$ cat src/rtl/core/tnhra_pkg.sv
// Shared types and hash multiplier constants of the hash row address block.
package tnhra_pkg;

    localparam int unsigned TOKEN_W     = 18;
    localparam int unsigned HEAD_W      = 4;
    localparam int unsigned HEADS       = 16;
    localparam int unsigned ROW_W       = 29;
    localparam int unsigned ADDR_W      = 37;
    localparam int unsigned QUEUE_DEPTH = 4;
    localparam int unsigned QPTR_W      = 2;
    localparam int unsigned QCNT_W      = 3;

    localparam logic [TOKEN_W-1:0] VOCAB_LIMIT = 18'd248320;
    localparam logic [HEAD_W-1:0]  LAST_HEAD   = 4'd15;
    localparam logic [63:0] GOLDEN = 64'h9e37_79b9_7f4a_7c15;
    localparam logic [63:0] HALF   = (64'h7fff_ffff_ffff_ffff / 64'd248320) / 64'd2;

    function automatic logic [63:0] splitmix(input logic [63:0] x_in);
        logic [63:0] x;
        x = x_in + GOLDEN;
        x = (x ^ (x >> 30)) * 64'hbf58_476d_1ce4_e5b9;
        x = (x ^ (x >> 27)) * 64'h94d0_49bb_1331_11eb;
        return x ^ (x >> 31);
    endfunction

    function automatic logic [63:0] odd_mult(input logic [63:0] i);
        logic [63:0] seed;
        seed = 64'd1234 + GOLDEN * (i + 64'd1);
        return 64'd2 * (splitmix(seed) % HALF) + 64'd1;
    endfunction

    localparam logic [63:0] MULT0 = odd_mult(64'd0);
    localparam logic [63:0] MULT1 = odd_mult(64'd1);
    localparam logic [63:0] MULT2 = odd_mult(64'd2);

    typedef struct packed {
        logic        bad;
        logic [63:0] bigram;
        logic [63:0] trigram;
    } tnhra_item_t;

    typedef struct packed {
        logic        valid;
        tnhra_item_t item;
    } tnhra_push_t;

endpackage

$ cat src/rtl/core/tnhra_front.sv
// Front part: token intake, history tracking and bigram/trigram mixing.
module tnhra_front
    import tnhra_pkg::*;
(
    input  logic                  aclk,
    input  logic                  aresetn,
    input  logic                  cfg_valid,
    input  logic [TOKEN_W-1:0]    cfg_eos_token,
    input  logic                  s_valid,
    output logic                  s_ready,
    input  logic [TOKEN_W-1:0]    s_token,
    input  logic                  s_restart,
    input  logic [QCNT_W-1:0]     q_count,
    output tnhra_push_t           push
);

    logic [TOKEN_W-1:0] eos_reg;
    logic [TOKEN_W-1:0] prev0_reg, prev1_reg, prev0_next, prev1_next;
    logic [1:0]         hist_reg, hist_next, hist_eff;
    logic               accept, bad_tok;
    logic [TOKEN_W-1:0] t1, t2;

    logic               f1_v_reg, f1_bad_reg;
    logic [TOKEN_W-1:0] f1_t0_reg, f1_t1_reg, f1_t2_reg;

    logic               f2_v_reg, f2_bad_reg;
    logic [49:0]        f2_lo_reg [3];
    logic [31:0]        f2_hi_reg [3];
    logic [63:0]        prod [3];
    logic [TOKEN_W-1:0] f1_tok [3];
    logic [63:0]        mult [3];
    logic [QCNT_W:0]    pending;

    assign mult[0] = MULT0;
    assign mult[1] = MULT1;
    assign mult[2] = MULT2;
    assign f1_tok[0] = f1_t0_reg;
    assign f1_tok[1] = f1_t1_reg;
    assign f1_tok[2] = f1_t2_reg;

    assign pending = (QCNT_W+1)'(q_count) + (QCNT_W+1)'(f1_v_reg) + (QCNT_W+1)'(f2_v_reg);
    assign s_ready = pending < (QCNT_W+1)'(QUEUE_DEPTH);
    assign accept  = s_valid && s_ready;
    assign bad_tok = s_token >= VOCAB_LIMIT;

    always_comb begin
        hist_eff = s_restart ? 2'd0 : hist_reg;
        t1 = (hist_eff >= 2'd1) ? prev0_reg : eos_reg;
        t2 = (hist_eff >= 2'd2) ? prev1_reg : eos_reg;
        hist_next  = hist_reg;
        prev0_next = prev0_reg;
        prev1_next = prev1_reg;
        if (accept && !bad_tok) begin
            if (s_token == eos_reg) begin
                hist_next = 2'd0;
            end else begin
                prev1_next = prev0_reg;
                prev0_next = s_token;
                hist_next  = (hist_eff == 2'd2) ? 2'd2 : hist_eff + 2'd1;
            end
        end
    end

    always_ff @(posedge aclk) begin
        if (!aresetn) begin
            eos_reg   <= '0;
            prev0_reg <= '0;
            prev1_reg <= '0;
            hist_reg  <= '0;
            f1_v_reg  <= 1'b0;
            f2_v_reg  <= 1'b0;
        end else begin
            if (cfg_valid) begin
                eos_reg <= cfg_eos_token;
            end
            prev0_reg <= prev0_next;
            prev1_reg <= prev1_next;
            hist_reg  <= hist_next;
            f1_v_reg  <= accept;
            f2_v_reg  <= f1_v_reg;
        end
    end

    always_ff @(posedge aclk) begin
        f1_bad_reg <= bad_tok;
        f1_t0_reg  <= s_token;
        f1_t1_reg  <= t1;
        f1_t2_reg  <= t2;
        f2_bad_reg <= f1_bad_reg;
        for (int i = 0; i < 3; i++) begin
            f2_lo_reg[i] <= 50'(f1_tok[i]) * 50'(mult[i][31:0]);
            f2_hi_reg[i] <= 32'(50'(f1_tok[i]) * 50'(mult[i][63:32]));
        end
    end

    always_comb begin
        for (int i = 0; i < 3; i++) begin
            prod[i] = 64'(f2_lo_reg[i]) + {f2_hi_reg[i], 32'd0};
        end
        push.valid        = f2_v_reg;
        push.item.bad     = f2_bad_reg;
        push.item.bigram  = prod[0] ^ prod[1];
        push.item.trigram = prod[0] ^ prod[1] ^ prod[2];
    end

endmodule

$ cat config.mk
export PLATFORM = sky130hd
export DESIGN_NAME = tnhra_front
export DESIGN_NICKNAME = d
export VERILOG_FILES = /design/src/rtl/core/tnhra_pkg.sv /design/src/rtl/core/tnhra_front.sv
export SDC_FILE = /design/constraint.sdc
export NUM_CORES = 2
export LEC_CHECK = 0
export ABC_AREA = 1
export BUFFER_PORTS_ARGS = -buffer_cell sky130_fd_sc_hd__buf_2
export CORE_UTILIZATION = 59
export CTS_CLUSTER_DIAMETER = 80
export DETAILED_ROUTE_END_ITERATION = 6
export PLACE_DENSITY = 0.87
export SLEW_MARGIN = 20
export SYNTH_ARGS = -nofsm -noshare
export SYNTH_HDL_FRONTEND = slang
export SYNTH_SLANG_ARGS = --single-unit
$ cat constraint.sdc
create_clock -name aclk -period 5.6 [get_ports aclk]
set_clock_uncertainty 0.15 [all_clocks]
set_input_delay 0.56 -clock aclk [delete_from_list [all_inputs] [get_ports aclk]]
set_output_delay 0.56 -clock aclk [all_outputs]
set_load 0.03 [all_outputs]
==> qor.txt <==
Syn_area_per_cell -> 8.12 um2
Drt pass-1 iters -> 7
Setup WS post-layout -> -36.1 ps
First-pass GRT wire length -> 304000 um
Max Fanout on Critical Path -> 4
CP peak stage delay -> 590 ps
GP Congestion -> 1.09
Endpoint class of the critical path -> register
TritonCTS clock tree -> done
Hold Fails Final Rpt -> 0
Htree depth -> 2
Layout area overhead -> 17.6%
Gr usage total -> 45.0%
Max-slew violations -> 0
Die area -> 92300 um2
Wirelength per Cell -> 24.5 um
DRT Wirelength -> 210000 um
Vias in the first global route -> 49039
RSZ-0062 raised after global routing -> yes
Reg2reg start -> f1_t1_reg[7]
Slack of the worst reg-to-reg path -> -40 ps
EDFF count, synth -> 0
Tcrit/Tclk final -> 101%
Drt drc -> 10
Asr flop ratio synth -> 0%
Max FFs per register -> 139
Syn nets -> 8241
Core Rows -> 110
Transition time at the pin with the least slew margin -> 1230 ps
Vias after detailed routing -> 48849
ANT nets after route -> 0
Post-DP Area -> 59800 um2
Core Footprint -> 90100 um2
Hold Path Depth -> 3
Sequential element share of the synthesized area -> 12.7%
Synth top cells by count -> inv_1, nand2_1, ha_1
Crit-path cells -> fa_2 > fa_1 > inv_1 > fa_1 > fa_1 > inv_1 > fa_1 > inv_1 > fa_1 > inv_1 > ha_4 > nand2_2 > nor2_2 > inv_1 > nor3_2 > nand2_1 > nand2_2 > nand2_1 > nand2_2 > xor2_4 > buf_4
Clock buffer count from CTS -> 45
FILL cells -> 7197
Ranking of synthesized cells by area -> fa_1, ha_1, dfxtp_1
Worst endpoint required time -> 6020 ps
Die X -> 304 um
Initial core utilization -> 59.6%
Worst-Skew Late Latency -> 650 ps
Die Ht -> 304 um
Period minus WS final -> 5640 ps
Slew headroom -> 17.7%
Clock slew at reported path FFs -> 70 ps
Failing checks -> DRC, setup timing
RR Endpoint -> f2_lo_reg[0][78]
Hold path start -> cfg_eos_token[4]
CP max-delay cell -> fa_1
Initial antenna violation count -> 20
Hold endpoint -> eos_reg[4]
Worst EP arrival -> 6060 ps
Largest net degree at the start of global routing -> 40
Top-area cell type share of the netlist area -> 28.6%
Fmax -> 177 MHz
HP Class -> input port to register
GR Overflow Total -> 0
Yosys reg bits -> 341
Area leader, netlist -> fa_1
Maxcap violations -> 0
Worst r2r path cells -> 21
Drt initial violations -> 4974
Crit start category -> register
Longest Clk Path Bufs -> 3
Setup CP Type -> register to register
Share of layout cells above drive strength 1 -> 16.2%
Setup TNS -> -43.4 ps
Synth warn -> 0
# setup viols final -> 2
Mapped Cells -> 6617
DR vias/cell -> 5.70
Mapped Area -> 53800 um2
Cell with the most instances after synthesis -> inv_1
Nets -> 8967
Yosys cell types -> 55
Clk sinks -> 341
I/O pin count -> 175
Synth Flop Type -> dfxtp_1
Final Util -> 70.1%
Detailed Place HPWL -> 182000 um
Status -> complete, but fails checks
Post-Layout Inst Area -> 63200 um2
Port Buffers -> 174
CTS root buffer -> clkbuf_16
[layout by cell type (no fill, tap or decap), types with 50 or more instances in the layout]
| cell | netlist | routed |
|---|---|---|
| nand3_1 | 295 | 283 |
| nor2_1 | 398 | 336 |
| inv_1 | 1605 | 1592 |
| a21oi_2 | 2 | 61 |
| xnor2_1 | 86 | 86 |
| nand2_2 | 18 | 50 |
| xor2_1 | 213 | 212 |
| fa_1 | 767 | 741 |
| dfxtp_1 | 341 | 313 |
| buf_4 | 8 | 500 |
| a21oi_1 | 347 | 284 |
| nand2_1 | 1186 | 1150 |
| o21ai_0 | 174 | 123 |
| buf_2 | 3 | 174 |
| ha_1 | 813 | 763 |
| nand4_1 | 70 | 70 |
[layout make-up]
type / count / area (um2) / share of cell area, %
timing repair buffer: 708 / 5070 / 8.02
tap: 1176 / 1470 / 2.33
sequential: 341 / 6870 / 10.9
antenna: 10 / 25.0 / 0.0396
inverter: 1612 / 6050 / 9.58
clock inverter: 30 / 405 / 0.641
clock buffer: 53 / 1220 / 1.93
multi-input combinational: 4635 / 42100 / 66.6
[logic make-up after synthesis]
family,count (synthesis),share of synthesized area [%]
AND/OR/NAND/NOR,2118,16.7
XOR/XNOR,303,4.99
adder cells (fa/ha/maj),1580,47.5
buffers and inverters,1641,11.6
AO/OA/AOI/OAI,612,6.12
multiplexers,22,0.461
flip-flops,341,12.7
[worst max-delay path by stage]
stage / startpoint / to / slack, ps / cells after the start
after floorplan: f1_t2_reg[7] / f2_lo_reg[0][135] / 210 / 22
after global placement: f1_t1_reg[6] / f2_lo_reg[0][78] / -180 / 21
after detailed placement: f1_t0_reg[4] / f2_lo_reg[0][40] / -250 / 23
after CTS: f1_t0_reg[3] / f2_lo_reg[0][40] / -10 / 20
after global routing: f1_t1_reg[0] / f2_lo_reg[0][87] / -130 / 19
final: f1_t1_reg[7] / f2_lo_reg[0][78] / -40 / 21
[worst max-delay path, delay by kind of cell (launching register included)]
| kind | cells | cell delay (ps) |
|---|---|---|
| XOR/XNOR | 1 | 210 |
| adder cells (fa/ha/maj) | 7 | 3570 |
| buffers and inverters | 6 | 560 |
| flip-flops | 1 | 350 |
| AND/OR/NAND/NOR | 7 | 730 |
[metrics by stage]
step | cells | setup WS, ps | hold WS [ps]
floorplan | 6617 | 214 | 160
global placement | 8442 | -178 | 161
detailed placement | 8442 | -248 | 185
CTS | 8538 | -10.4 | 3.31
global route | 8555 | -131 | 17.8
finish | 8565 | -36.1 | 24.1
[what timing repair did]
action	CTS	global route
resized for setup	48	392
buffers inserted	2	17
setup endpoints to repair	58	82
hold buffers	11	0
pin swaps	5	73
hold endpoints to repair	11	0
[routing by layer]
metal	share of wire (%)	global-route usage (%)	up-vias
li1	-	-	21857
met1	40	60.3	23416
met2	41	65.6	2862
met3	12	12.9	708
met4	6.5	24.3	6
met5	0.019	0	-
Power is not shown: default switching activity piles up to over one toggle a cycle in this logic, so the estimate is an artifact.
