===== src/rtl/core/tnhra_pkg.sv =====
// Shared types and hash multiplier constants of the hash row address block.
package tnhra_pkg;

    localparam int unsigned TOKEN_W     = 18;
    localparam int unsigned HEAD_W      = 4;
    localparam int unsigned HEADS       = 16;
    localparam int unsigned ROW_W       = 29;
    localparam int unsigned ADDR_W      = 37;
    localparam int unsigned QUEUE_DEPTH = 4;
    localparam int unsigned QPTR_W      = 2;
    localparam int unsigned QCNT_W      = 3;

    localparam logic [TOKEN_W-1:0] VOCAB_LIMIT = 18'd248320;
    localparam logic [HEAD_W-1:0]  LAST_HEAD   = 4'd15;
    localparam logic [63:0] GOLDEN = 64'h9e37_79b9_7f4a_7c15;
    localparam logic [63:0] HALF   = (64'h7fff_ffff_ffff_ffff / 64'd248320) / 64'd2;

    function automatic logic [63:0] splitmix(input logic [63:0] x_in);
        logic [63:0] x;
        x = x_in + GOLDEN;
        x = (x ^ (x >> 30)) * 64'hbf58_476d_1ce4_e5b9;
        x = (x ^ (x >> 27)) * 64'h94d0_49bb_1331_11eb;
        return x ^ (x >> 31);
    endfunction

    function automatic logic [63:0] odd_mult(input logic [63:0] i);
        logic [63:0] seed;
        seed = 64'd1234 + GOLDEN * (i + 64'd1);
        return 64'd2 * (splitmix(seed) % HALF) + 64'd1;
    endfunction

    localparam logic [63:0] MULT0 = odd_mult(64'd0);
    localparam logic [63:0] MULT1 = odd_mult(64'd1);
    localparam logic [63:0] MULT2 = odd_mult(64'd2);

    typedef struct packed {
        logic        bad;
        logic [63:0] bigram;
        logic [63:0] trigram;
    } tnhra_item_t;

    typedef struct packed {
        logic        valid;
        tnhra_item_t item;
    } tnhra_push_t;

endpackage


===== src/rtl/core/tnhra_back.sv =====
// Back part: per-head floor modulo, base offset and byte address pipeline.
module tnhra_back
    import tnhra_pkg::*;
#(
    parameter int unsigned ROW_BYTES = 256
) (
    input  logic              aclk,
    input  logic              aresetn,
    input  logic              q_valid,
    input  tnhra_item_t       q_item,
    output logic              pop,
    output logic              m_valid,
    input  logic              m_ready,
    output logic [HEAD_W-1:0] m_head,
    output logic [ROW_W-1:0]  m_row,
    output logic [ADDR_W-1:0] m_address,
    output logic              m_bad_token,
    output logic              m_last
);

    localparam int unsigned RB_W = $clog2(ROW_BYTES + 1);
    localparam logic [RB_W-1:0] RB = RB_W'(ROW_BYTES);

    localparam logic [24:0] HEAD_PRIME [HEADS] = '{
        25'd20000003, 25'd20000023, 25'd20000033, 25'd20000047,
        25'd20000059, 25'd20000063, 25'd20000069, 25'd20000077,
        25'd20000081, 25'd20000093, 25'd20000107, 25'd20000147,
        25'd20000153, 25'd20000159, 25'd20000161, 25'd20000171};
    localparam logic [ROW_W-1:0] HEAD_BASE [HEADS] = '{
        29'd0,         29'd20000003,  29'd40000026,  29'd60000059,
        29'd80000106,  29'd100000165, 29'd120000228, 29'd140000297,
        29'd160000374, 29'd180000455, 29'd200000548, 29'd220000655,
        29'd240000802, 29'd260000955, 29'd280001114, 29'd300001275};

    logic [24:0] w_tab [HEADS][4];
    logic [24:0] k_tab [HEADS];
    logic [18:0] r_tab [HEADS];

    for (genvar g = 0; g < HEADS; g++) begin : g_head
        localparam logic [64:0] P65 = 65'(HEAD_PRIME[g]);
        localparam logic [24:0] W1 = 25'((65'd1 << 16) % P65);
        localparam logic [24:0] W2 = 25'((65'd1 << 32) % P65);
        localparam logic [24:0] W3 = 25'((65'd1 << 48) % P65);
        localparam logic [24:0] K  = 25'((65'd1 << 64) % P65);
        localparam logic [18:0] R  = 19'((65'd1 << 43) / P65);
        assign w_tab[g][0] = 25'd1;
        assign w_tab[g][1] = W1;
        assign w_tab[g][2] = W2;
        assign w_tab[g][3] = W3;
        assign k_tab[g]    = K;
        assign r_tab[g]    = R;
    end

    logic              en, issue;
    logic [HEAD_W-1:0] cnt_reg, cnt_next;
    logic [63:0]       mix;

    logic              s1_v_reg, s2_v_reg, s3_v_reg, s4_v_reg, s5_v_reg;
    logic [HEAD_W-1:0] s1_h_reg, s2_h_reg, s3_h_reg, s4_h_reg, s5_h_reg;
    logic              s1_b_reg, s2_b_reg, s3_b_reg, s4_b_reg, s5_b_reg;
    logic              s1_n_reg, s2_n_reg, s3_n_reg, s4_n_reg, s5_n_reg;
    logic [40:0]       s1_p_reg [4];
    logic [42:0]       s2_v43_reg;
    logic [18:0]       s3_q_reg;
    logic [25:0]       s3_lo_reg;
    logic [25:0]       s4_r_reg;
    logic [24:0]       s5_m_reg;

    logic [37:0]       q_prod;
    logic [43:0]       qp_full;
    logic [25:0]       two_p, r_red;
    logic [25:0]       fix;
    logic [ROW_W-1:0]  row;
    logic              m_valid_reg;

    assign en    = !m_valid_reg || m_ready;
    assign issue = en && q_valid;
    assign pop   = issue && (q_item.bad || cnt_reg == LAST_HEAD);
    assign mix   = (cnt_reg < 4'd8) ? q_item.bigram : q_item.trigram;

    always_comb begin
        cnt_next = cnt_reg;
        if (pop) begin
            cnt_next = '0;
        end else if (issue) begin
            cnt_next = cnt_reg + 1'b1;
        end
    end

    always_comb begin
        q_prod  = 38'(s2_v43_reg[42:24]) * 38'(r_tab[s2_h_reg]);
        qp_full = 44'(s3_q_reg) * 44'(HEAD_PRIME[s3_h_reg]);
        two_p   = {HEAD_PRIME[s4_h_reg], 1'b0};
        if (s4_r_reg >= two_p) begin
            r_red = s4_r_reg - two_p;
        end else if (s4_r_reg >= 26'(HEAD_PRIME[s4_h_reg])) begin
            r_red = s4_r_reg - 26'(HEAD_PRIME[s4_h_reg]);
        end else begin
            r_red = s4_r_reg;
        end
        if (!s5_n_reg) begin
            fix = 26'(s5_m_reg);
        end else if (s5_m_reg >= k_tab[s5_h_reg]) begin
            fix = 26'(s5_m_reg) - 26'(k_tab[s5_h_reg]);
        end else begin
            fix = 26'(s5_m_reg) + 26'(HEAD_PRIME[s5_h_reg]) - 26'(k_tab[s5_h_reg]);
        end
        row = ROW_W'(fix) + HEAD_BASE[s5_h_reg];
    end

    always_ff @(posedge aclk) begin
        if (!aresetn) begin
            cnt_reg     <= '0;
            s1_v_reg    <= 1'b0;
            s2_v_reg    <= 1'b0;
            s3_v_reg    <= 1'b0;
            s4_v_reg    <= 1'b0;
            s5_v_reg    <= 1'b0;
            m_valid_reg <= 1'b0;
        end else if (en) begin
            cnt_reg     <= cnt_next;
            s1_v_reg    <= issue;
            s2_v_reg    <= s1_v_reg;
            s3_v_reg    <= s2_v_reg;
            s4_v_reg    <= s3_v_reg;
            s5_v_reg    <= s4_v_reg;
            m_valid_reg <= s5_v_reg;
        end
    end

    always_ff @(posedge aclk) begin
        if (en) begin
            s1_h_reg <= cnt_reg;
            s1_b_reg <= q_item.bad;
            s1_n_reg <= mix[63];
            for (int i = 0; i < 4; i++) begin
                s1_p_reg[i] <= 41'(mix[16*i +: 16]) * 41'(w_tab[cnt_reg][i]);
            end
            s2_h_reg   <= s1_h_reg;
            s2_b_reg   <= s1_b_reg;
            s2_n_reg   <= s1_n_reg;
            s2_v43_reg <= 43'(s1_p_reg[0]) + 43'(s1_p_reg[1]) + 43'(s1_p_reg[2])
                          + 43'(s1_p_reg[3]);
            s3_h_reg   <= s2_h_reg;
            s3_b_reg   <= s2_b_reg;
            s3_n_reg   <= s2_n_reg;
            s3_q_reg   <= q_prod[37:19];
            s3_lo_reg  <= s2_v43_reg[25:0];
            s4_h_reg   <= s3_h_reg;
            s4_b_reg   <= s3_b_reg;
            s4_n_reg   <= s3_n_reg;
            s4_r_reg   <= s3_lo_reg - qp_full[25:0];
            s5_h_reg   <= s4_h_reg;
            s5_b_reg   <= s4_b_reg;
            s5_n_reg   <= s4_n_reg;
            s5_m_reg   <= r_red[24:0];
            m_bad_token <= s5_b_reg;
            if (s5_b_reg) begin
                m_head    <= '0;
                m_row     <= '0;
                m_address <= '0;
                m_last    <= 1'b1;
            end else begin
                m_head    <= s5_h_reg;
                m_row     <= row;
                m_address <= ADDR_W'(row * (ROW_W+RB_W)'(RB));
                m_last    <= s5_h_reg == LAST_HEAD;
            end
        end
    end

    assign m_valid = m_valid_reg;

endmodule


===== config.mk =====
export PLATFORM = sky130hd
export DESIGN_NAME = tnhra_back
export DESIGN_NICKNAME = d
export VERILOG_FILES = /design/src/rtl/core/tnhra_pkg.sv /design/src/rtl/core/tnhra_back.sv
export SDC_FILE = /design/constraint.sdc
export NUM_CORES = 2
export LEC_CHECK = 0
export ABC_AREA = 1
export BUFFER_PORTS_ARGS = -buffer_cell sky130_fd_sc_hd__buf_4
export CAP_MARGIN = 20
export CORE_ASPECT_RATIO = 0.5
export CORE_MARGIN = 5
export CORE_UTILIZATION = 50
export DETAILED_ROUTE_END_ITERATION = 8
export GPL_TIMING_DRIVEN = 0
export PLACE_DENSITY = 0.78
export REMOVE_ABC_BUFFERS = 1
export SYNTH_ARGS = -nofsm -noshare
export SYNTH_HDL_FRONTEND = slang
export SYNTH_SLANG_ARGS = --single-unit

===== constraint.sdc =====
create_clock -name aclk -period 10 [get_ports aclk]
set_clock_uncertainty 0.05 [all_clocks]
set_input_delay 0.5 -clock aclk [delete_from_list [all_inputs] [get_ports aclk]]
set_output_delay 0.5 -clock aclk [all_outputs]
set_load 0.01 [all_outputs]

==> flow_metrics.tcl <==
set metrics [dict create \
    grt_use_met1_pct 34.73 \
    regToRegStartpoint "cnt_reg[2]" \
    ys.flop_type "edfxtp_1" \
    die_w_um 524.7 \
    die_area_sq_mm 0.1403 \
    critical_path_class "flip-flop to flip-flop" \
    hold_path_class "input pin to flip-flop" \
    groute.usage.overall_pct 26.52 \
    rsz0062_at_grt "false" \
    cts_sinks 327 \
    num_rows 94 \
    drc_errors 0 \
    relSlewSlack_pct 20.22 \
    dp_hpwl_um 156400 \
    initial_core_util_pct 50.36 \
    max_freq_mhz 110.1 \
    synth_largest_area_cell "fa_1" \
    syn_to_final_growth_pct 7.002 \
    slew_violations 0 \
    gr-total-overflow 0 \
    period_minus_slack_ns 9.082 \
    cts_made_buffers 34 \
    busiest_layer "met2" \
    grt_pass1_vias 55100 \
    core_sq_mm 0.1315 \
    clk_latency_ns 0.60 \
    gr-usage-met3_pct 4.994 \
    antenna_left 0 \
    placed_cells 10010 \
    grt_max_degree 131 \
    drv_cap 0 \
    rrSetupSlack_ns 0.92 \
    finalSetupViolCount 0 \
    drt_iter0_markers 4844 \
    crit_required_ns 10.29 \
    grt_antenna_before_repair 5 \
    ios 207 \
    critPathCaptureType "flip-flop" \
    r2r_cells 25 \
    synth-edff-count 317 \
    synth_async_sr_flop_share_pct 0 \
    grt_pass1_wl_um 296500 \
    clkTransAtPathRegs_ns 0.06 \
    largest_register_ffs 113 \
    root_buffer "clkbuf_16" \
    worst_hold_slack_ns 0.06987 \
    status "complete, no violations" \
    synth.area.top_cells "fa_1 31%, edfxtp_1 14%, ha_1 14%" \
    syn-cell-area_sq_mm 0.06622 \
    yosys.area.top_type_share_pct 31.35 \
    finalHoldViolations 0 \
    first_pass_iters 6 \
    startpoint "cnt_reg[2]" \
    synthCells 8168 \
    htree_num_levels 2 \
    hold_buffers 0 \
    cts_resized 0 \
    vias 54010 \
    worst_pin_slew_ns 1.184 \
    nets 10180 \
    yosysWarnings 0 \
    ys_ff_latch 327 \
    crit_fanout 27 \
    cts_tree "built" \
    final.fill_count 12090 \
    syn_avg_cell_area_sq_um 8.108 \
    cp.arrival_ns 9.37 \
    postCtsSetupBuffers 0 \
    crit_end "s1_p_reg[2][38]" \
    grtUsageMet2_pct 44.56 \
    synth_cell_types 60 \
    wl_per_cell_um 18.43 \
    drive_above_1_share_pct 4.398 \
    reg2reg_to "s1_p_reg[2][38]" \
    period_share_pct 90.82 \
    vias_per_cell 5.360 \
    utilization_pct 53.89 \
    synth_seq_area_share_pct 14.68 \
    routabilityCongestion 0.9918 \
    die_h_um 267.3 \
    cts_max_path_buffers 3 \
    fin_cells 10080 \
    drt_wl_total_um 185700 \
    portBuffers 198 \
    worstSetupStartpointType "flip-flop" \
]
## metal layers
metal | wire length [um] | share of wire (%) | up-vias
met5 | 13 | 0.0070 | -
met4 | 7154 | 3.9 | 2
met3 | 15330 | 8.3 | 419
met2 | 86720 | 47 | 2244
met1 | 76480 | 41 | 26040
li1 | - | - | 25300
## synth_stat cells, types with 5 or more instances
library cell,n
inv_1,1887
nand2_1,1526
fa_1,1037
nor2_1,920
ha_1,737
a21oi_1,374
edfxtp_1,317
o21ai_0,275
nand3_1,231
xor2_1,141
clkbuf_1,82
xnor2_1,76
nand4_1,59
nor3_1,56
buf_4,48
a21o_1,38
a31oi_1,36
o21ai_1,35
o21bai_1,26
buf_2,24
o211ai_1,22
clkinv_1,21
nor4_1,21
a21boi_0,15
inv_2,15
o21a_1,15
or2_2,12
o22ai_1,11
buf_1,10
dfxtp_1,10
and3_1,8
nand3b_1,8
o31ai_1,8
o21ai_2,6
o221ai_1,6
nor2_2,5
## cell usage in the layout (no fill, tap or decap), drive strengths merged, types with 2 or more instances in the layout
cell type,Yosys,routed
a21o,38,38
a221oi,2,2
a31o,3,3
nor3b,3,3
o21ai,316,316
clkinv,21,30
o21a,15,15
conb,1,8
clkbuf,82,38
or2,14,14
o221ai,6,6
o22ai,13,13
o2111ai,3,3
a21boi,16,16
a31oi,36,36
nand2,1530,1530
o31ai,8,8
o211ai,22,22
dfxtp,10,10
nor3,59,59
nor2,928,928
xnor2,76,76
a21oi,378,378
nand4,60,60
o21bai,26,26
xor2,141,141
buf,86,233
fa,1037,1037
a211oi,4,4
and3,8,8
edfxtp,317,317
nor4,23,23
a22oi,2,2
bufinv,0,8
inv,1902,1906
ha,737,737
nand3,234,234
nand3b,8,8
## logic make-up after synthesis
kind of cell               count (synthesis)  synth area share [%]
buffers and inverters                   2091                 12.21
other                                      1              0.005663
and+or+nand+nor                         2868                 17.44
xor gates and xnor gates                 217                 2.870
DFF                                      327                 14.68
AOI/OAI and AO/OA                        890                 7.522
adders and majority gates               1774                 45.27
## stage by stage
step	instance area (sq um)	setup slack (ns)	TNS, ns
floorplan	65380	0.8923	0
global placement	69090	-3.844	-283.71
detailed placement	69570	1.209	0
CTS	70800	1.192	0
global route	70860	0.5523	0
finish	70860	0.9184	0
## worst max-delay path: stages (launching register included)
cell	delay, ns
dfxtp_1	0.92
inv_1	0.43
ha_1	0.36
nor2_1	0.29
inv_1	0.37
o21ai_1	0.62
clkinv_1	0.70
nor2_1	0.32
fa_1	0.45
inv_1	0.11
fa_1	0.42
fa_1	0.50
inv_1	0.05
fa_1	0.45
fa_1	0.49
inv_1	0.05
fa_1	0.52
inv_1	0.06
ha_1	0.39
nand2_1	0.10
nor2_1	0.13
inv_1	0.07
nor4_1	0.56
nand3_1	0.14
nand3_1	0.17
xor2_1	0.09
## layout make-up
| class | instances | area [sq um] | area share [%] |
|---|---|---|---|
| diodes | 1 | 2.502 | 0.003532 |
| multi-input cells | 5757 | 48480 | 68.42 |
| clock inverters | 22 | 346.6 | 0.4891 |
| repair buffers | 233 | 1967 | 2.776 |
| clock buffers | 38 | 887.1 | 1.252 |
| well taps | 1776 | 2222 | 3.136 |
| inverters | 1923 | 7228 | 10.20 |
| flip-flops and latches | 327 | 9723 | 13.72 |
## worst min path at each step
stage	start	endpoint	slack (ns)	cells after the start
final	q_item[128]	s1_b_reg	0.07	1
after global routing	q_item[128]	s1_b_reg	0.05	1
after CTS	q_item[128]	s1_b_reg	0.04	1
after detailed placement	s2_v43_reg[10]	s3_lo_reg[10]	0.36	0
after global placement	s4_b_reg	s5_b_reg	0.35	0
after floorplan	s1_b_reg	s2_b_reg	0.35	0
Power is left out: the tool's default activity adds up to more than one toggle a clock period on the data nets, which glitch-free logic cannot reach.
