`config.mk`:
```
export PLATFORM = sky130hd
export DESIGN_NAME = tnhra_queue
export DESIGN_NICKNAME = d
export VERILOG_FILES = /design/src/rtl/core/tnhra_pkg.sv /design/src/rtl/core/tnhra_queue.sv
export SDC_FILE = /design/constraint.sdc
export NUM_CORES = 1
export LEC_CHECK = 0
export ABC_AREA = 1
export BUFFER_PORTS_ARGS = -buffer_cell sky130_fd_sc_hd__buf_4
export CAP_MARGIN = 20
export CORE_MARGIN = 2
export CORE_UTILIZATION = 48
export DETAILED_ROUTE_END_ITERATION = 10
export PLACE_DENSITY = 0.71
export SETUP_SLACK_MARGIN = 0.15
export SKIP_CTS_REPAIR_TIMING = 1
export SYNTH_ARGS = -nofsm -noshare
export SYNTH_HDL_FRONTEND = slang
export SYNTH_SLANG_ARGS = --single-unit
```
`constraint.sdc`:
```
create_clock -name aclk -period 4 [get_ports aclk]
set_input_delay 0.8 -clock aclk [delete_from_list [all_inputs] [get_ports aclk]]
set_output_delay 0.8 -clock aclk [all_outputs]
set_load 0.05 [all_outputs]
```
`src/rtl/core/tnhra_pkg.sv`:
```
// Shared types and hash multiplier constants of the hash row address block.
package tnhra_pkg;

    localparam int unsigned TOKEN_W     = 18;
    localparam int unsigned HEAD_W      = 4;
    localparam int unsigned HEADS       = 16;
    localparam int unsigned ROW_W       = 29;
    localparam int unsigned ADDR_W      = 37;
    localparam int unsigned QUEUE_DEPTH = 4;
    localparam int unsigned QPTR_W      = 2;
    localparam int unsigned QCNT_W      = 3;

    localparam logic [TOKEN_W-1:0] VOCAB_LIMIT = 18'd248320;
    localparam logic [HEAD_W-1:0]  LAST_HEAD   = 4'd15;
    localparam logic [63:0] GOLDEN = 64'h9e37_79b9_7f4a_7c15;
    localparam logic [63:0] HALF   = (64'h7fff_ffff_ffff_ffff / 64'd248320) / 64'd2;

    function automatic logic [63:0] splitmix(input logic [63:0] x_in);
        logic [63:0] x;
        x = x_in + GOLDEN;
        x = (x ^ (x >> 30)) * 64'hbf58_476d_1ce4_e5b9;
        x = (x ^ (x >> 27)) * 64'h94d0_49bb_1331_11eb;
        return x ^ (x >> 31);
    endfunction

    function automatic logic [63:0] odd_mult(input logic [63:0] i);
        logic [63:0] seed;
        seed = 64'd1234 + GOLDEN * (i + 64'd1);
        return 64'd2 * (splitmix(seed) % HALF) + 64'd1;
    endfunction

    localparam logic [63:0] MULT0 = odd_mult(64'd0);
    localparam logic [63:0] MULT1 = odd_mult(64'd1);
    localparam logic [63:0] MULT2 = odd_mult(64'd2);

    typedef struct packed {
        logic        bad;
        logic [63:0] bigram;
        logic [63:0] trigram;
    } tnhra_item_t;

    typedef struct packed {
        logic        valid;
        tnhra_item_t item;
    } tnhra_push_t;

endpackage

```
`src/rtl/core/tnhra_queue.sv`:
```
// Short queue of mixed items between the front and back parts.
module tnhra_queue
    import tnhra_pkg::*;
(
    input  logic              aclk,
    input  logic              aresetn,
    input  tnhra_push_t       push,
    input  logic              pop,
    output logic              q_valid,
    output tnhra_item_t       q_item,
    output logic [QCNT_W-1:0] q_count
);

    tnhra_item_t        mem_reg [QUEUE_DEPTH];
    logic [QPTR_W-1:0]  wr_reg, rd_reg;
    logic [QCNT_W-1:0]  cnt_reg, cnt_next;

    assign q_valid = cnt_reg != '0;
    assign q_item  = mem_reg[rd_reg];
    assign q_count = cnt_reg;

    always_comb begin
        cnt_next = cnt_reg;
        if (push.valid && !pop) begin
            cnt_next = cnt_reg + 1'b1;
        end else if (!push.valid && pop) begin
            cnt_next = cnt_reg - 1'b1;
        end
    end

    always_ff @(posedge aclk) begin
        if (!aresetn) begin
            wr_reg  <= '0;
            rd_reg  <= '0;
            cnt_reg <= '0;
        end else begin
            cnt_reg <= cnt_next;
            if (push.valid) begin
                wr_reg <= wr_reg + 1'b1;
            end
            if (pop) begin
                rd_reg <= rd_reg + 1'b1;
            end
        end
    end

    always_ff @(posedge aclk) begin
        if (push.valid) begin
            mem_reg[wr_reg] <= push.item;
        end
    end

endmodule

```
==> results of run 1 <==
synthesized netlist by cell type:
library cell    n  area, um^2
fa_1            1        20.0
dfxtp_1         9         180
o21ai_0       170         851
a21oi_1         4        20.0
clkbuf_1       33         124
o21ai_1        94         470
inv_1          16        60.1
inv_4           1        6.26
nor2_1        264         991
buf_6          17         191
nand2_1        10        37.5
clkbuf_2        6        30.0
o22ai_1       129         807
nand4_1         1        6.26
edfxtp_1      516       15500
nand3_1         1        5.00
ha_1            5        62.6
buf_4          22         165
buf_2           6        30.0
worst paths after layout:
kind                            cells past startpoint      start             end
worst min register to register                      1  rd_reg[1]        register
worst max register to register                      5  wr_reg[0]  mem_reg[2][40]
worst max-delay path                                5   register      q_item[64]
worst min-delay path                                1    push[9]   mem_reg[2][9]
report_power, final:
part / internal, uW / total (uW) / switching, uW
Clock: 2470 / 4340 / 1870
Combinational: 505 / 1810 / 1310
Sequential: 6290 / 6360 / 67.8
Total: 9260 / 12500 / 3250
per-stage QoR:
| stage | utilization [%] | instances | setup slack, ns | hold slack (ns) | total power (uW) |
|---|---|---|---|---|---|
| final | 58.7 | 2124 | 0.664 | 0.416 | 12500 |
| after detailed placement | 55.0 | 2034 | 1.21 | 0.430 | 8300 |
| after global placement | 55.0 | 2034 | 1.27 | 0.411 | 8270 |
| after global routing | 58.7 | 2124 | 0.464 | 0.378 | 12900 |
| after floorplan | - | 1305 | 0.200 | 0.412 | 7670 |
| after CTS | 58.7 | 2124 | 0.598 | 0.384 | 12600 |
final cells by class:
cell class	count	area (um^2)	share of cell area, %
Tap cell	525	657	2.80
Sequential cell	525	15700	66.7
Inverter	17	93.8	0.399
Clock inverter	24	130	0.554
Clock buffer	66	1380	5.85
Multi-Input combinational cell	679	3270	13.9
Timing Repair Buffer	288	2290	9.73
layer usage:
metal,share of wire [%],up-vias,global-route usage (%)
li1,-,5457,-
met1,41,5784,25.4
met2,49,398,32.2
met3,8.1,59,5.61
met4,2.2,2,5.87
met5,0.026,-,0
cell families (layout without fill, tap and decap cells):
logic type,count (synthesis),count (layout),synth area share [%]
buffers and inverters,101,395,3.10
DFF,525,525,80.2
and+or+nand+nor,276,276,5.32
AOI/OAI and AO/OA,397,397,11.0
adders and majority gates,6,6,0.422
critical path, delay by kind of cell, from the launching register on:
family | cells | cell delay (ns)
and+or+nand+nor | 1 | 0.06
AOI/OAI and AO/OA | 1 | 0.31
DFF | 1 | 0.38
buffers and inverters | 3 | 1.15
==> impl.org, run 1 <==
** Run status
- Result of the run :: complete, no violations

** CTS
- Latest clock arrival within the worst-skew pair :: 0.58 ns
- The clock net in this run drives a total of 525 sinks.
- TritonCTS built the clock tree.
- Buffer levels on the longest clock path :: 3
- Clock-pin slew was measured on the worst setup and hold paths at ~0.060 ns.
- Number of CTS-inserted buffers :: 52
- CTS placed an instance of clkbuf_16 at the clock tree root.
- CTS built an H-tree with a depth of 2.

** Timing
- Period utilization :: 83.4%
- Clock period minus worst slack :: about 3.3 ns
- Post-Route Skew :: ~0.018 ns
- Sum Neg Setup Slack :: 0 ns
- Unrepaired setup endpoints after global routing :: no
- At the pin with the least slew margin, the transition time is 0.927 ns.
- Final-report setup violation count :: 0
- The max-slew violation count was 0.
- The worst pin sits at a relative slew slack of 38.2%.
- Timing would allow up to 0.300 GHz.
- Final Hold Vio Count :: 0

** Cells and area
- Inserted Diodes :: 0
- Leaving out fill and tap cells, the most frequent cell in the layout is edfxtp_1.
- For this run, the post-layout net count is 1,702.
- The finished cells cover 23,500 um^2.
- Largest register FFs :: just over 500
- In the layout the commonest cells are edfxtp_1, buf_4, nor2_1, o21ai_0, o22ai_1.
- Layout fillers :: 3,059
- Relative to the synthesized area, the layout overhead comes to 20.2%.
- Of the cells placed in the final design, the portion with a size suffix greater than 1 is 22.5%.

** Synth
- Sequential cell area fraction in the yosys report :: 80.2%
- Each instance of the synthesized netlist takes up on average 15.0 um^2.
- Counting every net in the synthesized netlist gives approximately 1,400.
- The mapped netlist covers 19,600 um^2.
- Synthesis produced a netlist whose cell count is between 1,000 and 1,500.
- Number of synthesized register bits :: 525
- For this run, the number of Yosys warnings is 0.
- Distinct cell type count of the synthesized netlist :: 19

** Routing
- Dividing the detail-routed wire length by the instance count gives 19.9 um.
- For this run, the detailed router's first-pass iteration total came to 5.
- Post-detailed-route via-to-cell ratio :: around 5.5
- Number of remaining DRC errors :: 0
- After the first detailed-routing iteration, the DRC count stood at 878.
- Sum of routed wire length over all layers :: approximately 42,000 um
- In this run the remaining antenna-violating nets after routing total 0.
- The routed layout has roughly 12,000 vias.

** Placed design
- Last weighted congestion value of the routability-driven placer :: 0.757
- Placed inst area :: 22,000 um^2
- The HPWL after detailed placement is ~24,000 um.
- Input and output buffers added on the ports amount to between 200 and 300.

** Critical path
- CP dominant cell by count :: buf_4
- Category of the most critical setup path :: reg2out
- Of all nets on the critical path, the largest fanout is 111.
- At the worst endpoint, the arrival time is 2.54 ns.
- The signal on the critical path passes through inv_8, buf_4, nor2_1, o22ai_1, buf_4.
- STA classifies the critical path startpoint as a register.
- Required time of the critical path :: 3.20 ns
- Kind of end point of the critical path :: output port
- Worst reg2reg setup slack :: 1.98 ns
- Worst stage delay on the critical path :: 0.49 ns
- Slowest cell on the critical path :: inv_8

** Pwr
- Leak :: 0.00816 uW
- Dividing total power by cell area gives a power density of 532 nW/um^2.
- The worst-case IR drop observed on VDD is 0.459 mV.

** GRT
- The number of antenna violations at the first check in global routing is 1.
- The number of global-route vias before repair was 11,300.
- Overflow left after global routing :: 0
- Pin count of the biggest net entering global routing :: 143
- Across every metal layer, demand over resource in global routing totals 19.6%.
- Global-route wire length before repair :: between 60,000 and 70,000 um

** Floorplanning
- The floorplan has 73 rows.
- Die footprint :: between 40,000 and 50,000 um^2
- I/O pins :: ~270
- The die is a little over 200 um tall.
- Core footprint :: 40,000 um^2
- Floorplan die width :: 206 um
- For this configuration, the core starts out at a cell density of 48.9%.

** Job
- Max-cap violations :: 0

** Min path
- HP Class :: in2reg
Power figures use the tool's default switching activity.
==> run 2, diff against run 1 <==
clock period = 3.01 ns   (was 4 ns; I/O delays follow)
==> run 2 against run 1 <==
Via count is 0.58% higher. Sequential share of layout area shrank 1.3 points. Non-clock buffer count rose by 14. Clock-buffer cell count is 2 higher. Register-to-register slack got worse by 0.78 ns. Power grew 35%. Critical path type unchanged. Largest power group unchanged.
==> impl.org, run 2 (synthesis gave the netlist of run 1 again) <==
** Job
- Max-cap violations in this run came to 0.

** GRT
- Vias in the first global route :: 11,500
- Number of antenna violations at the first check in global routing :: 3
- Global-route wire length before repair :: between 60,000 and 70,000 um
- Global routing used about 19% of the available tracks.
- Entering global routing, the biggest net connects 137 pins.
- After global routing the overflow that remains totals 0.

** Critical path
- Slowest cell on the critical path :: dfxtp_4
- In this design, the largest share of critical-path delay is due to buffers and inverters.
- On the worst path, the slowest cell contributes a delay of 0.44 ns.
- STA puts the critical path data arrival time at 2.21 ns.
- STA classifies the critical path startpoint as a register.
- The setup path with the least slack is of type reg2out.
- Combined buffer and inverter count along the critical path :: 3
- Cell chain of the critical path :: inv_16, buf_6, nor2_1, o22ai_1, buf_4
- In this run the worst path has a maximum fanout of 64.
- The worst setup path is captured at an output port.
- Required time of the critical path :: 2.41 ns

** Routing
- Final ANT Viol Nets :: 0
- For this run, design rule violations remaining after detail routing come to 0.
- Number of DRC markers in iteration 0 :: 706
- Total via count in the routed design :: about 12,000
- Post-detailed-route wirelength per cell :: ~20 um
- In the routed layout, each cell is associated on average with a via count of 5.49.
- DR pass1 iterations :: 5
- After detailed routing, the total wire length is 43,900 um.

** Timing
- Unrepaired setup endpoints after global routing :: yes
- Period utilization :: about 93%
- Setup violations remaining at the end of the flow were counted as 0.
- The max-slew violation count was 0.
- For the finished layout, the period the worst path requires is 2.81 ns.
- Clock skew on the completed layout was measured at 0.00769 ns.
- Achievable frequency :: approximately 0.36 GHz
- Final Hold Vio Count :: 0
- In this run the tightest slew margin relative to its limit is 66.5%.
- Summed over all failing endpoints, the final setup total negative slack is 0 ns.
- Worst Tran Pin Value :: ~0.50 ns

** Placed design
- Last weighted congestion value of the routability-driven placer :: 0.748
- The count of buffers added on input and output ports is 265.
- HPWL reported at the end of detailed placement :: 23,700 um
- Counting tap cells, the placed design contains a total of 2,041 instances.

** Pwr
- Power per standard cell area :: 707 nW/um^2
- Leak :: 0.00831 uW
- VDD sags by at most 0.574 mV.
- The completed layout was analyzed and its total power is 16,900 uW.

** Floorplanning
- The die covers 42,400 um^2.
- In this run the core area contains 73 standard-cell rows.
- I/O pins :: 266
- Starting density of the core :: 48.9%
- Vertical die dimension :: 206 um
- Core footprint :: 40,000 um^2
- The floorplan step set the die width to 206 um.

** CTS
- The clock passes through at most 3 buffers.
- Clock tree from TritonCTS :: done
- CTS root buffer :: clkbuf_16
- Number of clock sinks seen by CTS :: 525
- The H-tree was split into 2 levels.
- Number of CTS-inserted buffers :: 50
- The clock reaches the later pin of the worst-skew pair after 0.59 ns.
- After clock tree synthesis, the clock-pin slew on the worst setup and hold paths is 0.07 ns.

** Cells and area
- Share of final-layout standard cells stronger than drive strength 1 :: 23.8%
- Most common library cell in the layout ignoring fill and taps :: edfxtp_1
- Largest register FFs :: 516
- In the layout the commonest cells are edfxtp_1, buf_4, nor2_1, o21ai_0, o22ai_1.
- In the final design database the tool counted 1,714 nets.
- Non-Filler Instances :: 2,143
- Area Overhead vs Synth :: 22.5%

** Run status
- Result of the run :: complete, no violations

** Min path
- HP Class :: in2reg
## run 2: where the power goes
part	internal [uW]	leakage, uW	total, uW	switching (uW)
registers	8360	0.00482	8440	82.1
logic	729	0.00274	2520	1790
clock network	3380	0.000751	5980	2590
total	12500	0.00831	16900	4460
## run 2: final timing paths
kind / start / end / slack [ns] / depth (start not counted)
worst max register to register: wr_reg[1] / mem_reg[1][69] / 1.20 / 5
worst min-delay path: push[37] / mem_reg[1][37] / 0.21 / 1
worst max-delay path: register / q_item[81] / 0.20 / 5
worst min register to register: rd_reg[1] / register / 0.47 / 1
## run 2: final cells by class
| cell class | instances | area, um^2 |
|---|---|---|
| tap | 525 | 657 |
| sequential | 525 | 15700 |
| fill | 2970 | 16000 |
| antenna | 1 | 2.50 |
| multi-input combinational | 679 | 3380 |
| timing repair buffer | 302 | 2580 |
| clock inverter | 26 | 209 |
| inverter | 17 | 103 |
| clock buffer | 68 | 1340 |
## run 2: metrics by stage
step	utilization (%)	area (um^2)	hold slack, ns	setup WS, ns
2_1_floorplan	-	19700	0.412	0.0914
3_3_place_gp	55.5	22200	0.420	0.749
3_5_place_dp	55.5	22200	0.423	0.728
4_1_cts	59.4	23800	0.172	0.0719
5_1_grt	59.9	24000	0.175	0.0896
6_report	59.9	24000	0.208	0.200
## run 2: per-layer routing
layer	track usage, %	routed length, um	part of all wire (%)	up-vias
met5	0	30	0.068	-
met3	6.26	3890	8.9	76
li1	-	-	-	5487
met1	24.5	18000	41	5835
met2	31.9	21000	48	366
met4	6.12	1060	2.4	4
==> run 3, diff against run 2 <==
PLACE_DENSITY = 0.68   (was 0.71)
SKIP_CTS_REPAIR_TIMING = default   (was 1)
clock period = 2.6 ns   (was 3.01 ns; I/O delays follow)
==> run 3 against run 2 <==
Design area rose by 10%. Clock-buffer cell count fell by 5. Register-to-register slack got worse by 0.33 ns. Power rose by 21%. Global-route usage rose by 3.9 points. Critical endpoint is now q_item[98]. First-iteration DRC count rose by 48%. Hold slack got worse by 0.078 ns. Wire length rose by 24%. Setup slack got worse by 0.17 ns. Die area did not move. Clock skew rose by 0.0028 ns.
==> impl.org, run 3 (synthesis gave the netlist of run 1 again) <==
** Critical path
- Data on the critical path arrives at its endpoint at 2.05 ns.
- Along the worst path, the maximum fanout reaches 10.
- Kind of start point of the critical path :: register
- Required time of the critical path :: 2.08 ns
- Kind of end point of the critical path :: output port
- Category of the most critical setup path :: reg2out

** Min path
- In this run the worst hold path is classified as in2reg.

** Pwr
- Of the total power, the share spent switching nets is 27.0%.
- Part of the total power dissipated in combinational logic :: 18.3%
- Power per standard cell area :: a little under 800 nW/um^2
- Cell internal pwr :: 14,900 uW
- The completed layout was analyzed and its total power is 20,400 uW.
- Leak :: 0.00933 uW
- IR analysis of the VDD net gives a maximum drop of 0.644 mV.
- Of the total power, registers draw between 40% and 50%.
- Reported net switching power :: 5520 uW
- Part of the total power dissipated in the clock network :: 33.8%

** Cells and area
- Counting the fill cells in the layout gives 2,697.
- Relative to the synthesized area, the layout overhead comes to 35.4%.
- Leaving out fill and tap cells, the most frequent cells in the layout are edfxtp_1, buf_4, nor2_1, o21ai_1, o21ai_0.
- Leaving out fill and tap cells, the most frequent cell in the layout is edfxtp_1.
- Post-layout nets :: 1,800
- Non-Filler Instances :: between 2,000 and 2,500
- The register with the most flip-flops in the layout has 516 of them.
- Of the cells placed in the final design, the portion with a size suffix greater than 1 is 36.3%.
- Cells fill between 60 and 70% of the core in the end.

** CTS
- In this run the deepest clock path goes through 3 buffers.
- Hold_buf cts :: 0
- Counting every sink on the clock net gives 525.
- Latest clock arrival within the worst-skew pair :: approximately 0.59 ns
- Clk pin slew, worst setup/hold paths :: 0.06 ns
- Number of CTS-inserted buffers :: 52
- H-tree levels :: 2
- CTS root buffer :: clkbuf_16
- TritonCTS built the clock tree.

** Placed design
- Once placement completed, the tool counted placed cells totaling 2,053.
- Last weighted congestion value of the routability-driven placer :: approximately 0.77
- HPWL reported at the end of detailed placement :: about 25,000 um
- Worst slack at placement :: 0.373 ns
- Total of buffers placed on input and output ports :: 265

** Floorplanning
- Die footprint :: 42,400 um^2
- Number of rows in the core area :: 73
- Floorplan die width :: 206 um
- Measured along the y axis, the die boundary spans 206 um.
- I/O pins :: between 200 and 300
- The region available for standard cell placement spans 40,000 um^2.
- Once the floorplan was initialized, standard cells occupied about half of the core.

** GRT
- Number of antenna violations at the first check in global routing :: 1
- Entering global routing, the biggest net connects 73 pins.
- Summed over all layers, the global routing overflow is 0.
- Vias in the first global route :: 12,100
- Global-route wire length before repair :: between 70,000 and 80,000 um
- Aggregate global-route resource usage :: about a quarter

** Timing
- In the final timing run, aggregate negative setup slack is 0 ns.
- Final-report setup violation count :: 0
- Achievable frequency :: 0.389 GHz
- Counting I/O delays and the setup requirement, the final critical path takes about 2.6 ns.
- At the pin with the least slew margin, the transition time is 0.509 ns.
- The max-slew violation count is 0.
- The final hold violation count came to 0.
- Period utilization :: 98.8%
- For the final database, setup skew stands at 0.0105 ns.
- Once routing completed, OpenROAD measured the worst setup slack at ~0.032 ns.
- Setup repair after global routing could not meet its margin everywhere.
- Headroom to the max-slew limit came out at 66.0%.

** Routing
- Sum of routed wire length over all layers :: 54,600 um
- Post-detailed-route via-to-cell ratio :: 5.73
- DR pass1 iterations :: 7
- The detailed router finished its first iteration with between 1,000 and 1,500 violations.
- After detailed routing, the average wire length per cell comes to approximately 25 um.
- Final ANT Viol Nets :: 0
- Total via count in the routed design :: 12,800
- Number of remaining DRC errors :: 0

** Run status
- Result of the run :: complete, no violations

** Job
- The tool flagged a number of max-cap violations equal to 0.
-- run 3: cell types whose count changed in the layout (fill, tap and decap cells not counted), moves of 21 or more --
cell,before,now
o22ai_2,0,46
o21ai_2,0,62
buf_6,2,63
nor2_1,264,238
nor2_2,0,21
o22ai_1,129,80
buf_16,5,29
o21ai_0,170,87
buf_4,280,241
-- run 3: what timing repair did --
item,CTS,global route
setup endpoints to repair,129,128
gates cloned,23,20
pin swaps,57,89
resized for setup,144,248
setup buffers,23,13
-- run 3: routing by layer --
layer / vias to the layer above / routed length, um / GRT usage [%]
met5: - / 0 / 0
met4: 0 / 1360 / 6.63
met3: 99 / 4860 / 5.21
met2: 542 / 27100 / 39.2
met1: 6442 / 21300 / 30.5
li1: 5674 / - / -
-- run 3: power by group through the flow --
stage / Clock [uW] / Combinational, uW / Sequential [uW]
after floorplan: 0 / 1820 / 9970
after global placement: 0 / 2850 / 9940
after detailed placement: 0 / 2890 / 9950
after CTS: 7010 / 3350 / 9760
after global routing: 7300 / 3900 / 9800
final: 6890 / 3740 / 9780
-- run 3: stage by stage --
stage	hold WS, ns	instance area, um^2
floorplan	0.412	19600
global placement	0.436	22300
detailed placement	0.446	22300
CTS	0.0908	25100
global route	0.115	26500
finish	0.130	26500
-- run 3: final timing paths --
path,start,endpoint,slack [ns],cells after the start
worst max-delay path,register,q_item[98],0.03,6
worst min-delay path,push[67],mem_reg[3][67],0.13,1
worst max register to register,wr_reg[0],mem_reg[3][91],0.87,4
worst min register to register,rd_reg[1],register,0.45,1
-- run 3: final cells by class --
class	instances	area (um^2)	area share, %
Sequential cell	525	15700	59.3
Timing Repair Buffer	380	4300	16.2
Multi-Input combinational cell	679	4040	15.3
Clock buffer	63	1360	5.15
Tap cell	525	657	2.48
Clock inverter	30	181	0.685
Timing Repair inverter	6	124	0.468
Inverter	17	108	0.407
Antenna cell	3	7.51	0.0284
-- run 3: critical path: stages (launching register included) --
cell	delay (ns)
dfxtp_4	0.40
buf_6	0.15
buf_16	0.14
buf_16	0.14
o21ai_0	0.10
o22ai_1	0.27
buf_4	0.26
